`src/rtl/core/eatp_pkg.sv`:
```
// Package for the eigen triple product block: command codes, sequencer states,
// datapath widths and the Q16.16 saturation helpers.
// No dependencies.
`timescale 1ns / 1ps

package eatp_pkg;

    // Command field codes
    typedef enum logic [1:0] {
        CMD_LOAD_RIGHT = 2'd0,
        CMD_LOAD_LEFT  = 2'd1,
        CMD_LOAD_EIGEN = 2'd2,
        CMD_COMPUTE    = 2'd3
    } cmd_t;

    // Sequencer states, one pass per term of the inner sum
    typedef enum logic [2:0] {
        ST_IDLE,
        ST_FETCH,
        ST_MUL_R,
        ST_SAT_T,
        ST_MUL_L,
        ST_ACCUM,
        ST_DONE
    } state_t;

    localparam int VAL_W  = 32;
    localparam int MAG_W  = 33;
    localparam int OPND_W = 34;
    localparam int PROD_W = 64;
    localparam int FRAC_W = 16;

    // floor(p / 2^16), saturated to 32 signed bits
    function automatic logic signed [VAL_W-1:0] sat_q16(input logic signed [PROD_W-1:0] p);
        logic signed [PROD_W-1:0] shifted;
        logic signed [VAL_W-1:0]  res;
        shifted = p >>> FRAC_W;
        if (shifted[PROD_W-1:VAL_W-1] == '0 || shifted[PROD_W-1:VAL_W-1] == '1)
        begin
            res = shifted[VAL_W-1:0];
        end
        else if (p[PROD_W-1])
        begin
            res = {1'b1, {(VAL_W-1){1'b0}}};
        end
        else
        begin
            res = {1'b0, {(VAL_W-1){1'b1}}};
        end
        return res;
    endfunction

    // a + b, saturated to 32 signed bits
    function automatic logic signed [VAL_W-1:0] sat_add(input logic signed [VAL_W-1:0] a,
                                                       input logic signed [VAL_W-1:0] b);
        logic [VAL_W:0]          sum;
        logic signed [VAL_W-1:0] res;
        sum = {a[VAL_W-1], a} + {b[VAL_W-1], b};
        if (sum[VAL_W] == sum[VAL_W-1])
        begin
            res = sum[VAL_W-1:0];
        end
        else if (sum[VAL_W])
        begin
            res = {1'b1, {(VAL_W-1){1'b0}}};
        end
        else
        begin
            res = {1'b0, {(VAL_W-1){1'b1}}};
        end
        return res;
    endfunction

endpackage

```
`src/rtl/core/eigen_abs_matrix_triple_product.sv`:
```
// Usage:
//   Computes P = R * |diag(lambda)| * W in signed Q16.16 for a DIM x DIM system.
//   Input channel (in_valid / in_ready) takes one word per accepted cycle:
//   command selects a load of a right entry, a left entry or an eigenvalue,
//   or a compute. Loads give no output; a load whose index is not below
//   DIM is dropped. Eigenvalues are stored as magnitudes.
//   A compute emits DIM*DIM words on the output channel (out_valid /
//   out_ready) in row-major order, last set on the final one.
//   Sequencing: each term of an entry passes through the single shared
//   multiplier as fetch, R*|lambda|, saturate, times W and accumulate, and
//   each entry then has a hand-off step; in_ready stays low for the whole
//   compute, from the command until the last entry is handed off.
//   The result sits in an output register; a stall on out_ready holds the
//   sequencer at that entry's hand-off until the register is freed.
//   Reset clears the sequencer and output valid; stored entries stay undefined
//   until loaded, and a compute must only follow loads of all entries it reads.
// Depends on eatp_pkg and eatp_mul.
`timescale 1ns / 1ps

module eigen_abs_matrix_triple_product
    import eatp_pkg::*;
#(
    parameter int DIM = 4
)
(
    input  logic                    clk,
    input  logic                    rst_n,
    input  logic                    in_valid,
    output logic                    in_ready,
    input  logic [1:0]              command,
    input  logic [1:0]              row_index,
    input  logic [1:0]              col_index,
    input  logic signed [VAL_W-1:0] value,
    output logic                    out_valid,
    input  logic                    out_ready,
    output logic [1:0]              out_row,
    output logic [1:0]              out_col,
    output logic signed [VAL_W-1:0] product_value,
    output logic                    last
);

    localparam int IDX_W = (DIM > 1) ? $clog2(DIM) : 1;
    localparam int AW    = (DIM > 1) ? $clog2(DIM * DIM) : 1;
    localparam int DEPTH = DIM * DIM;

    // Storage
    logic signed [VAL_W-1:0] right_mem [DEPTH];
    logic signed [VAL_W-1:0] left_mem  [DEPTH];
    logic [MAG_W-1:0]        eig_mem   [DIM];

    logic signed [VAL_W-1:0] right_rd_reg;
    logic signed [VAL_W-1:0] left_rd_reg;
    logic [MAG_W-1:0]        eig_rd_reg;

    // Sequencer and datapath registers
    state_t                  state_reg, state_next;
    logic [IDX_W-1:0]        r_reg, r_next;
    logic [IDX_W-1:0]        c_reg, c_next;
    logic [IDX_W-1:0]        k_reg, k_next;
    logic signed [VAL_W-1:0] acc_reg, acc_next;
    logic signed [VAL_W-1:0] term_reg, term_next;

    logic                    out_valid_reg, out_valid_next;
    logic [1:0]              out_row_reg, out_row_next;
    logic [1:0]              out_col_reg, out_col_next;
    logic signed [VAL_W-1:0] out_val_reg, out_val_next;
    logic                    out_last_reg, out_last_next;

    logic                    in_fire;
    logic                    row_ok;
    logic                    col_ok;
    logic [AW-1:0]           wr_addr;
    logic [IDX_W-1:0]        eig_wr_idx;
    logic [MAG_W-1:0]        mag;
    logic [AW-1:0]           right_rd_addr;
    logic [AW-1:0]           left_rd_addr;

    logic                    mul_en;
    logic signed [OPND_W-1:0] mul_a;
    logic signed [OPND_W-1:0] mul_b;
    logic signed [PROD_W-1:0] prod;

    assign in_ready = (state_reg == ST_IDLE);
    assign in_fire  = in_valid && in_ready;

    // Load decode
    assign row_ok     = (32'(row_index) < DIM);
    assign col_ok     = (32'(col_index) < DIM);
    assign wr_addr    = AW'(32'(row_index) * DIM + 32'(col_index));
    assign eig_wr_idx = IDX_W'(row_index);
    assign mag        = value[VAL_W-1] ? (MAG_W'(0) - {1'b1, value}) : {1'b0, value};

    // Term operand addresses
    assign right_rd_addr = AW'(32'(r_reg) * DIM + 32'(k_reg));
    assign left_rd_addr  = AW'(32'(k_reg) * DIM + 32'(c_reg));

    // Memory writes and registered reads
    always_ff @(posedge clk)
    begin
        if (in_fire && command == CMD_LOAD_RIGHT && row_ok && col_ok)
        begin
            right_mem[wr_addr] <= value;
        end
        if (in_fire && command == CMD_LOAD_LEFT && row_ok && col_ok)
        begin
            left_mem[wr_addr] <= value;
        end
        if (in_fire && command == CMD_LOAD_EIGEN && row_ok)
        begin
            eig_mem[eig_wr_idx] <= mag;
        end
        right_rd_reg <= right_mem[right_rd_addr];
        left_rd_reg  <= left_mem[left_rd_addr];
        eig_rd_reg   <= eig_mem[k_reg];
    end

    // Shared multiplier operand select
    always_comb
    begin
        mul_en = 1'b0;
        mul_a  = {{(OPND_W-VAL_W){right_rd_reg[VAL_W-1]}}, right_rd_reg};
        mul_b  = {{(OPND_W-MAG_W){1'b0}}, eig_rd_reg};
        case (state_reg)
            ST_MUL_R:
            begin
                mul_en = 1'b1;
            end
            ST_MUL_L:
            begin
                mul_en = 1'b1;
                mul_a  = {{(OPND_W-VAL_W){term_reg[VAL_W-1]}}, term_reg};
                mul_b  = {{(OPND_W-VAL_W){left_rd_reg[VAL_W-1]}}, left_rd_reg};
            end
            default:
            begin
                mul_en = 1'b0;
            end
        endcase
    end

    eatp_mul u_mul (
        .clk  (clk),
        .en   (mul_en),
        .a    (mul_a),
        .b    (mul_b),
        .prod (prod)
    );

    // Control and payload registers
    always_ff @(posedge clk or negedge rst_n)
    begin
        if (!rst_n)
        begin
            state_reg     <= ST_IDLE;
            r_reg         <= '0;
            c_reg         <= '0;
            k_reg         <= '0;
            out_valid_reg <= 1'b0;
        end
        else
        begin
            state_reg     <= state_next;
            r_reg         <= r_next;
            c_reg         <= c_next;
            k_reg         <= k_next;
            out_valid_reg <= out_valid_next;
        end
    end

    always_ff @(posedge clk)
    begin
        acc_reg      <= acc_next;
        term_reg     <= term_next;
        out_row_reg  <= out_row_next;
        out_col_reg  <= out_col_next;
        out_val_reg  <= out_val_next;
        out_last_reg <= out_last_next;
    end

    // Next state and datapath updates
    always_comb
    begin
        state_next     = state_reg;
        r_next         = r_reg;
        c_next         = c_reg;
        k_next         = k_reg;
        acc_next       = acc_reg;
        term_next      = term_reg;
        out_valid_next = out_valid_reg && !out_ready;
        out_row_next   = out_row_reg;
        out_col_next   = out_col_reg;
        out_val_next   = out_val_reg;
        out_last_next  = out_last_reg;
        case (state_reg)
            ST_IDLE:
            begin
                if (in_fire && command == CMD_COMPUTE)
                begin
                    r_next     = '0;
                    c_next     = '0;
                    k_next     = '0;
                    acc_next   = '0;
                    state_next = ST_FETCH;
                end
            end
            ST_FETCH:
            begin
                state_next = ST_MUL_R;
            end
            ST_MUL_R:
            begin
                state_next = ST_SAT_T;
            end
            ST_SAT_T:
            begin
                term_next  = sat_q16(prod);
                state_next = ST_MUL_L;
            end
            ST_MUL_L:
            begin
                state_next = ST_ACCUM;
            end
            ST_ACCUM:
            begin
                acc_next = sat_add(acc_reg, sat_q16(prod));
                if (k_reg == IDX_W'(DIM - 1))
                begin
                    state_next = ST_DONE;
                end
                else
                begin
                    k_next     = k_reg + 1'b1;
                    state_next = ST_FETCH;
                end
            end
            ST_DONE:
            begin
                // Hand the entry off once the output register is free
                if (!out_valid_reg || out_ready)
                begin
                    out_valid_next = 1'b1;
                    out_row_next   = 2'(r_reg);
                    out_col_next   = 2'(c_reg);
                    out_val_next   = acc_reg;
                    out_last_next  = (r_reg == IDX_W'(DIM - 1)) && (c_reg == IDX_W'(DIM - 1));
                    acc_next       = '0;
                    k_next         = '0;
                    state_next     = ST_FETCH;
                    if (c_reg == IDX_W'(DIM - 1))
                    begin
                        c_next = '0;
                        if (r_reg == IDX_W'(DIM - 1))
                        begin
                            r_next     = '0;
                            state_next = ST_IDLE;
                        end
                        else
                        begin
                            r_next = r_reg + 1'b1;
                        end
                    end
                    else
                    begin
                        c_next = c_reg + 1'b1;
                    end
                end
            end
            default:
            begin
                state_next = ST_IDLE;
            end
        endcase
    end

    assign out_valid     = out_valid_reg;
    assign out_row       = out_row_reg;
    assign out_col       = out_col_reg;
    assign product_value = out_val_reg;
    assign last          = out_last_reg;

`ifndef SYNTHESIS
    // Sequencer returns to idle with all counters cleared
    a_idle_counters: assert property (@(posedge clk) disable iff (!rst_n)
        in_ready |-> (r_reg == '0 && c_reg == '0 && k_reg == '0))
        else $error("idle with nonzero entry counters");

    // Second product only follows saturation of the first
    a_term_order: assert property (@(posedge clk) disable iff (!rst_n)
        state_reg == ST_MUL_L |-> $past(state_reg) == ST_SAT_T)
        else $error("second multiply out of order");

    // A finished entry with a free output register is handed off at once
    a_handoff: assert property (@(posedge clk) disable iff (!rst_n)
        (state_reg == ST_DONE && !out_valid_reg) |=> (out_valid_reg && state_reg != ST_DONE))
        else $error("entry not handed off to free output register");
`endif

endmodule

```
`src/rtl/core/eatp_mul.sv`:
```
// Shared registered signed multiplier used for both products of every term.
// Depends on eatp_pkg for operand and product widths.
`timescale 1ns / 1ps

module eatp_mul
    import eatp_pkg::*;
(
    input  logic                     clk,
    input  logic                     en,
    input  logic signed [OPND_W-1:0] a,
    input  logic signed [OPND_W-1:0] b,
    output logic signed [PROD_W-1:0] prod
);

    logic signed [2*OPND_W-1:0] full;
    logic signed [PROD_W-1:0]   prod_reg;

    // Operands stay within 2^31 in magnitude, so the low 64 bits hold the product
    assign full = a * b;

    always_ff @(posedge clk)
    begin
        if (en)
        begin
            prod_reg <= full[PROD_W-1:0];
        end
    end

    assign prod = prod_reg;

endmodule

```
`config.mk`:
```
export PLATFORM = sky130hd
export DESIGN_NAME = eigen_abs_matrix_triple_product
export DESIGN_NICKNAME = d
export VERILOG_FILES = /design/src/rtl/core/eatp_pkg.sv /design/src/rtl/core/eigen_abs_matrix_triple_product.sv /design/src/rtl/core/eatp_mul.sv
export SDC_FILE = /design/constraint.sdc
export NUM_CORES = 2
export LEC_CHECK = 0
export BUFFER_PORTS_ARGS = -buffer_cell sky130_fd_sc_hd__buf_2
export CAP_MARGIN = 20
export CORE_ASPECT_RATIO = 1.25
export CORE_UTILIZATION = 45
export DETAILED_ROUTE_END_ITERATION = 8
export PLACE_DENSITY = 0.69
export SYNTH_ARGS = -nofsm -noshare
export SYNTH_HDL_FRONTEND = slang
export SYNTH_SLANG_ARGS = --single-unit
```
`constraint.sdc`:
```
create_clock -name clk -period 14.12 [get_ports clk]
set_clock_uncertainty 0.2 [all_clocks]
set_input_delay 1.412 -clock clk [delete_from_list [all_inputs] [get_ports clk]]
set_output_delay 1.412 -clock clk [all_outputs]
set_load 0.01 [all_outputs]
```
==> results.md <==
GRT:
- The remaining global-route overflow is 0.
- The number of global-route vias before repair is 59.0k.
- The maximum number of pins on one net before global-route repair is 128.
- The number of antenna violations at the first check in global routing is 24.
- The overall fraction of global-route tracks in use is 0.265.
- The first global-routing pass estimated 389 mm of wire.

STA:
- In the post-route analysis, the smallest setup slack over all paths is 2.93 ns.
- The final critical-path required period is 11.19 ns.
- The peak clock frequency supported by timing is 89.4 MHz.
- The final hold violation count came to 0.
- Setup violations remaining at the end of the flow were counted as 0.
- Setup repair after global routing left no endpoint under its margin.
- Of the available clock period, the critical path in the final layout requires 0.793.
- The sum of negative setup slack is 0 ns.
- The worst pin sits at a relative slew slack of 0.202.
- The number of pins with negative max-slew slack in the final report was 0.
- For the pin with the worst max-slew slack, the measured transition is 1.19 ns.

Finish:
- Of the cells placed in the final design, the portion with a size suffix greater than 1 is 0.132.
- The net count of the finished layout is 8,194.
- In the final layout, the registers with the most flip-flops are left_mem (512), right_mem (512), eig_mem (132).
- The final-layout fill cell count is 17.0k.
- Compared with the post-synthesis result, the final layout area differs by 9.62%.

Logic synthesis:
- For this run, the leading register cell type out of synthesis is sky130_fd_sc_hd__edfxtp_1.
- The largest total area in the synthesized netlist belongs to sky130_fd_sc_hd__edfxtp_1.
- The netlist area before placement is 91,200 µm².
- The number of distinct library cells after synthesis is 83.
- The mean instance size in the synthesized netlist is 13.6 µm².
- By area the synthesized netlist is led by sky130_fd_sc_hd__edfxtp_1 (43%), sky130_fd_sc_hd__fa_1 (25%), sky130_fd_sc_hd__mux4_2 (8.7%).
- Counting flops with a built-in enable in the synthesized netlist gives 1,305.
- For this run, the register share of the synthesized area comes to 0.454.
- Counting flops with an async set or reset pin after synthesis yields a share of 0.00708.
- Synthesis produced 6,682 cells.
- The synthesis warning total is 0.
- Synthesis inferred 1,412 register bits.
- Of the post-synthesis cell area, the dominant cell type holds 0.430.

Clocking:
- At the later pin of the worst-skew pair, clock insertion delay measures 0.78 ns.
- The clock slew at the register clock pins of the worst setup and hold paths is 0.07 ns.
- Gates resized during post-CTS repair numbered 0.
- The clock root buffer master is sky130_fd_sc_hd__clkbuf_16.
- The H-tree generated during clock tree synthesis spans 4 levels.
- The longest clock path from root to sink contains 3 buffers.
- For this design, the sink count on the clock tree is 1,412.
- The number of setup buffers added after CTS is 0.
- TritonCTS created 131 clock buffers.
- The hold buffer count at CTS is 0.
- TritonCTS built the clock tree.

Drt:
- In the routed design, unresolved DRC markers number 0.
- The per-cell via count in the routed design is 5.79.
- The routed length per placed instance is 27.8 µm.
- The number of vias in the routed layout is 55.4k.
- The antenna violation net count after detailed routing is 0.
- The violation count after the first detailed-route iteration is 5,398.
- The final layout contains routed wiring with a total length of 266 mm.
- The pre-antenna-repair detailed-routing pass consisted of 6 iterations.

Floorplanning:
- The number of cell rows is 184.
- The die covers 204,000 µm².
- From bottom edge to top edge, the die measures 505 µm.
- The top-level port count is 81.
- For this configuration, the core starts out at a cell density of 0.453.
- The die span in x is 405 µm.
- The region available for standard cell placement spans 201,000 µm².

Setup path:
- The largest driver fanout on the critical path is 48.
- Counting stages on the worst path, the most repeated cell is sky130_fd_sc_hd__fa_1.
- The slowest stage cell on the critical path is sky130_fd_sc_hd__or3b_4.
- The required time reported for the critical path endpoint is 14.43 ns.
- The flop-to-flop setup slack is 2.93 ns.
- The buffering stage count on the worst path with inverters included is 5.
- On the critical path the largest part of the delay comes from adder cells.
- The sort of element at the start of the critical path is a register.
- The critical path in this run is classified as register to register.
- In this design, the stage delay of the slowest critical-path cell is 0.80 ns.
- The worst path arrival time is 11.50 ns.
- STA classifies the critical path endpoint as a register.

Placement:
- The half-perimeter wire length of the detailed placement result is 187 mm.
- Buffers placed on the I/O ports in this run total 80.
- The final estimated routing congestion in global placement is 1.02.
- The post-place setup slack is 3.27 ns.

Flow run:
- Max-cap violations in this run came to 0.

Run status:
- The flow ran to the end, and the final reports show no timing, DRC or antenna violations.

Min path:
- In this run the worst hold path is classified as register to register.
## cell usage after synthesis (9+ instances only)
cell and n:
sky130_fd_sc_hd__a21o_1 96, sky130_fd_sc_hd__a21oi_1 87, sky130_fd_sc_hd__a31oi_1 13, sky130_fd_sc_hd__and2_1 14, sky130_fd_sc_hd__and3_1 10, sky130_fd_sc_hd__buf_1 40
sky130_fd_sc_hd__buf_2 10, sky130_fd_sc_hd__clkbuf_1 236, sky130_fd_sc_hd__dfrtp_1 10, sky130_fd_sc_hd__dfxtp_1 97, sky130_fd_sc_hd__edfxtp_1 1305, sky130_fd_sc_hd__fa_1 1155
sky130_fd_sc_hd__ha_1 229, sky130_fd_sc_hd__inv_1 1115, sky130_fd_sc_hd__mux2i_1 62, sky130_fd_sc_hd__mux4_2 353, sky130_fd_sc_hd__nand2_1 764, sky130_fd_sc_hd__nand2b_1 30
sky130_fd_sc_hd__nand3_1 24, sky130_fd_sc_hd__nand4_1 25, sky130_fd_sc_hd__nor2_1 641, sky130_fd_sc_hd__nor2b_1 9, sky130_fd_sc_hd__nor3_1 18, sky130_fd_sc_hd__nor4_1 11
sky130_fd_sc_hd__o21ai_0 53, sky130_fd_sc_hd__o21bai_1 14, sky130_fd_sc_hd__o31ai_1 9, sky130_fd_sc_hd__xnor2_1 97, sky130_fd_sc_hd__xor2_1 29
## final timing paths
| path | cells after the start | end | startpoint |
|---|---|---|---|
| min in group asynchronous | 1 | r_reg[0] | rst_n |
| worst min-delay path | 0 | product_value[3] | acc_reg[3] |
| worst max register to register | 27 | u_mul.prod[57] | state_reg[0] |
| max in group asynchronous | 1 | k_reg[1] | rst_n |
| worst min register to register | 0 | product_value[3] | acc_reg[3] |
| worst max-delay path | 27 | u_mul.prod[57] | state_reg[0] |
## layer usage
metal	global-route usage	wire [µm]	up-vias
li1	-	-	22300
met1	0.320	91900	29100
met2	0.431	129000	3088
met3	0.0607	25500	923
met4	0.165	19900	10
met5	0	58	-
## final cells by class
class                   instances  area [µm²]  area share
multi-input cells            3868       45100       0.451
flip-flops and latches       1412       41400       0.414
clock inverters                64         632     0.00632
repair buffers                240        1680      0.0169
well taps                    2697        3370      0.0338
diodes                          7        17.5    0.000175
clock buffers                 174        3540      0.0354
inverters                    1115        4190      0.0419
## placed cells by master (no fill, tap or decap), types with 30 or more instances in the layout
cell type | synthesis | layout
sky130_fd_sc_hd__mux4_2 | 353 | 353
sky130_fd_sc_hd__nand2b_1 | 30 | 30
sky130_fd_sc_hd__nand2_1 | 764 | 763
sky130_fd_sc_hd__fa_1 | 1155 | 1155
sky130_fd_sc_hd__inv_1 | 1115 | 1115
sky130_fd_sc_hd__a21oi_1 | 87 | 87
sky130_fd_sc_hd__dfxtp_1 | 97 | 97
sky130_fd_sc_hd__nor2_1 | 641 | 606
sky130_fd_sc_hd__buf_4 | 1 | 154
sky130_fd_sc_hd__clkbuf_16 | 0 | 131
sky130_fd_sc_hd__xnor2_1 | 97 | 97
sky130_fd_sc_hd__edfxtp_1 | 1305 | 1305
sky130_fd_sc_hd__a21o_1 | 96 | 96
sky130_fd_sc_hd__o21ai_0 | 53 | 53
sky130_fd_sc_hd__buf_2 | 10 | 80
sky130_fd_sc_hd__ha_1 | 229 | 229
sky130_fd_sc_hd__clkbuf_1 | 236 | 33
sky130_fd_sc_hd__nor2_4 | 0 | 34
## logic make-up after synthesis
logic type      synth area share
fa+ha+maj                  0.285
compound gates            0.0267
buf+inv                   0.0582
flops                      0.454
other cells            0.0000411
xor+xnor                  0.0123
simple gates              0.0699
mux                       0.0940
## metrics by stage
step,instances,cell area [µm²],hold slack [ns],util
after floorplan,6685,91200,0.233,-
after global placement,9331,95700,0.249,0.476
after detailed placement,9332,95800,0.253,0.476
after CTS,9570,99900,0.262,0.497
after global routing,9574,99900,0.280,0.497
final,9577,99900,0.264,0.497
Power is left out: the tool's default activity adds up to more than one toggle a clock period on the data nets, which glitch-free logic cannot reach.
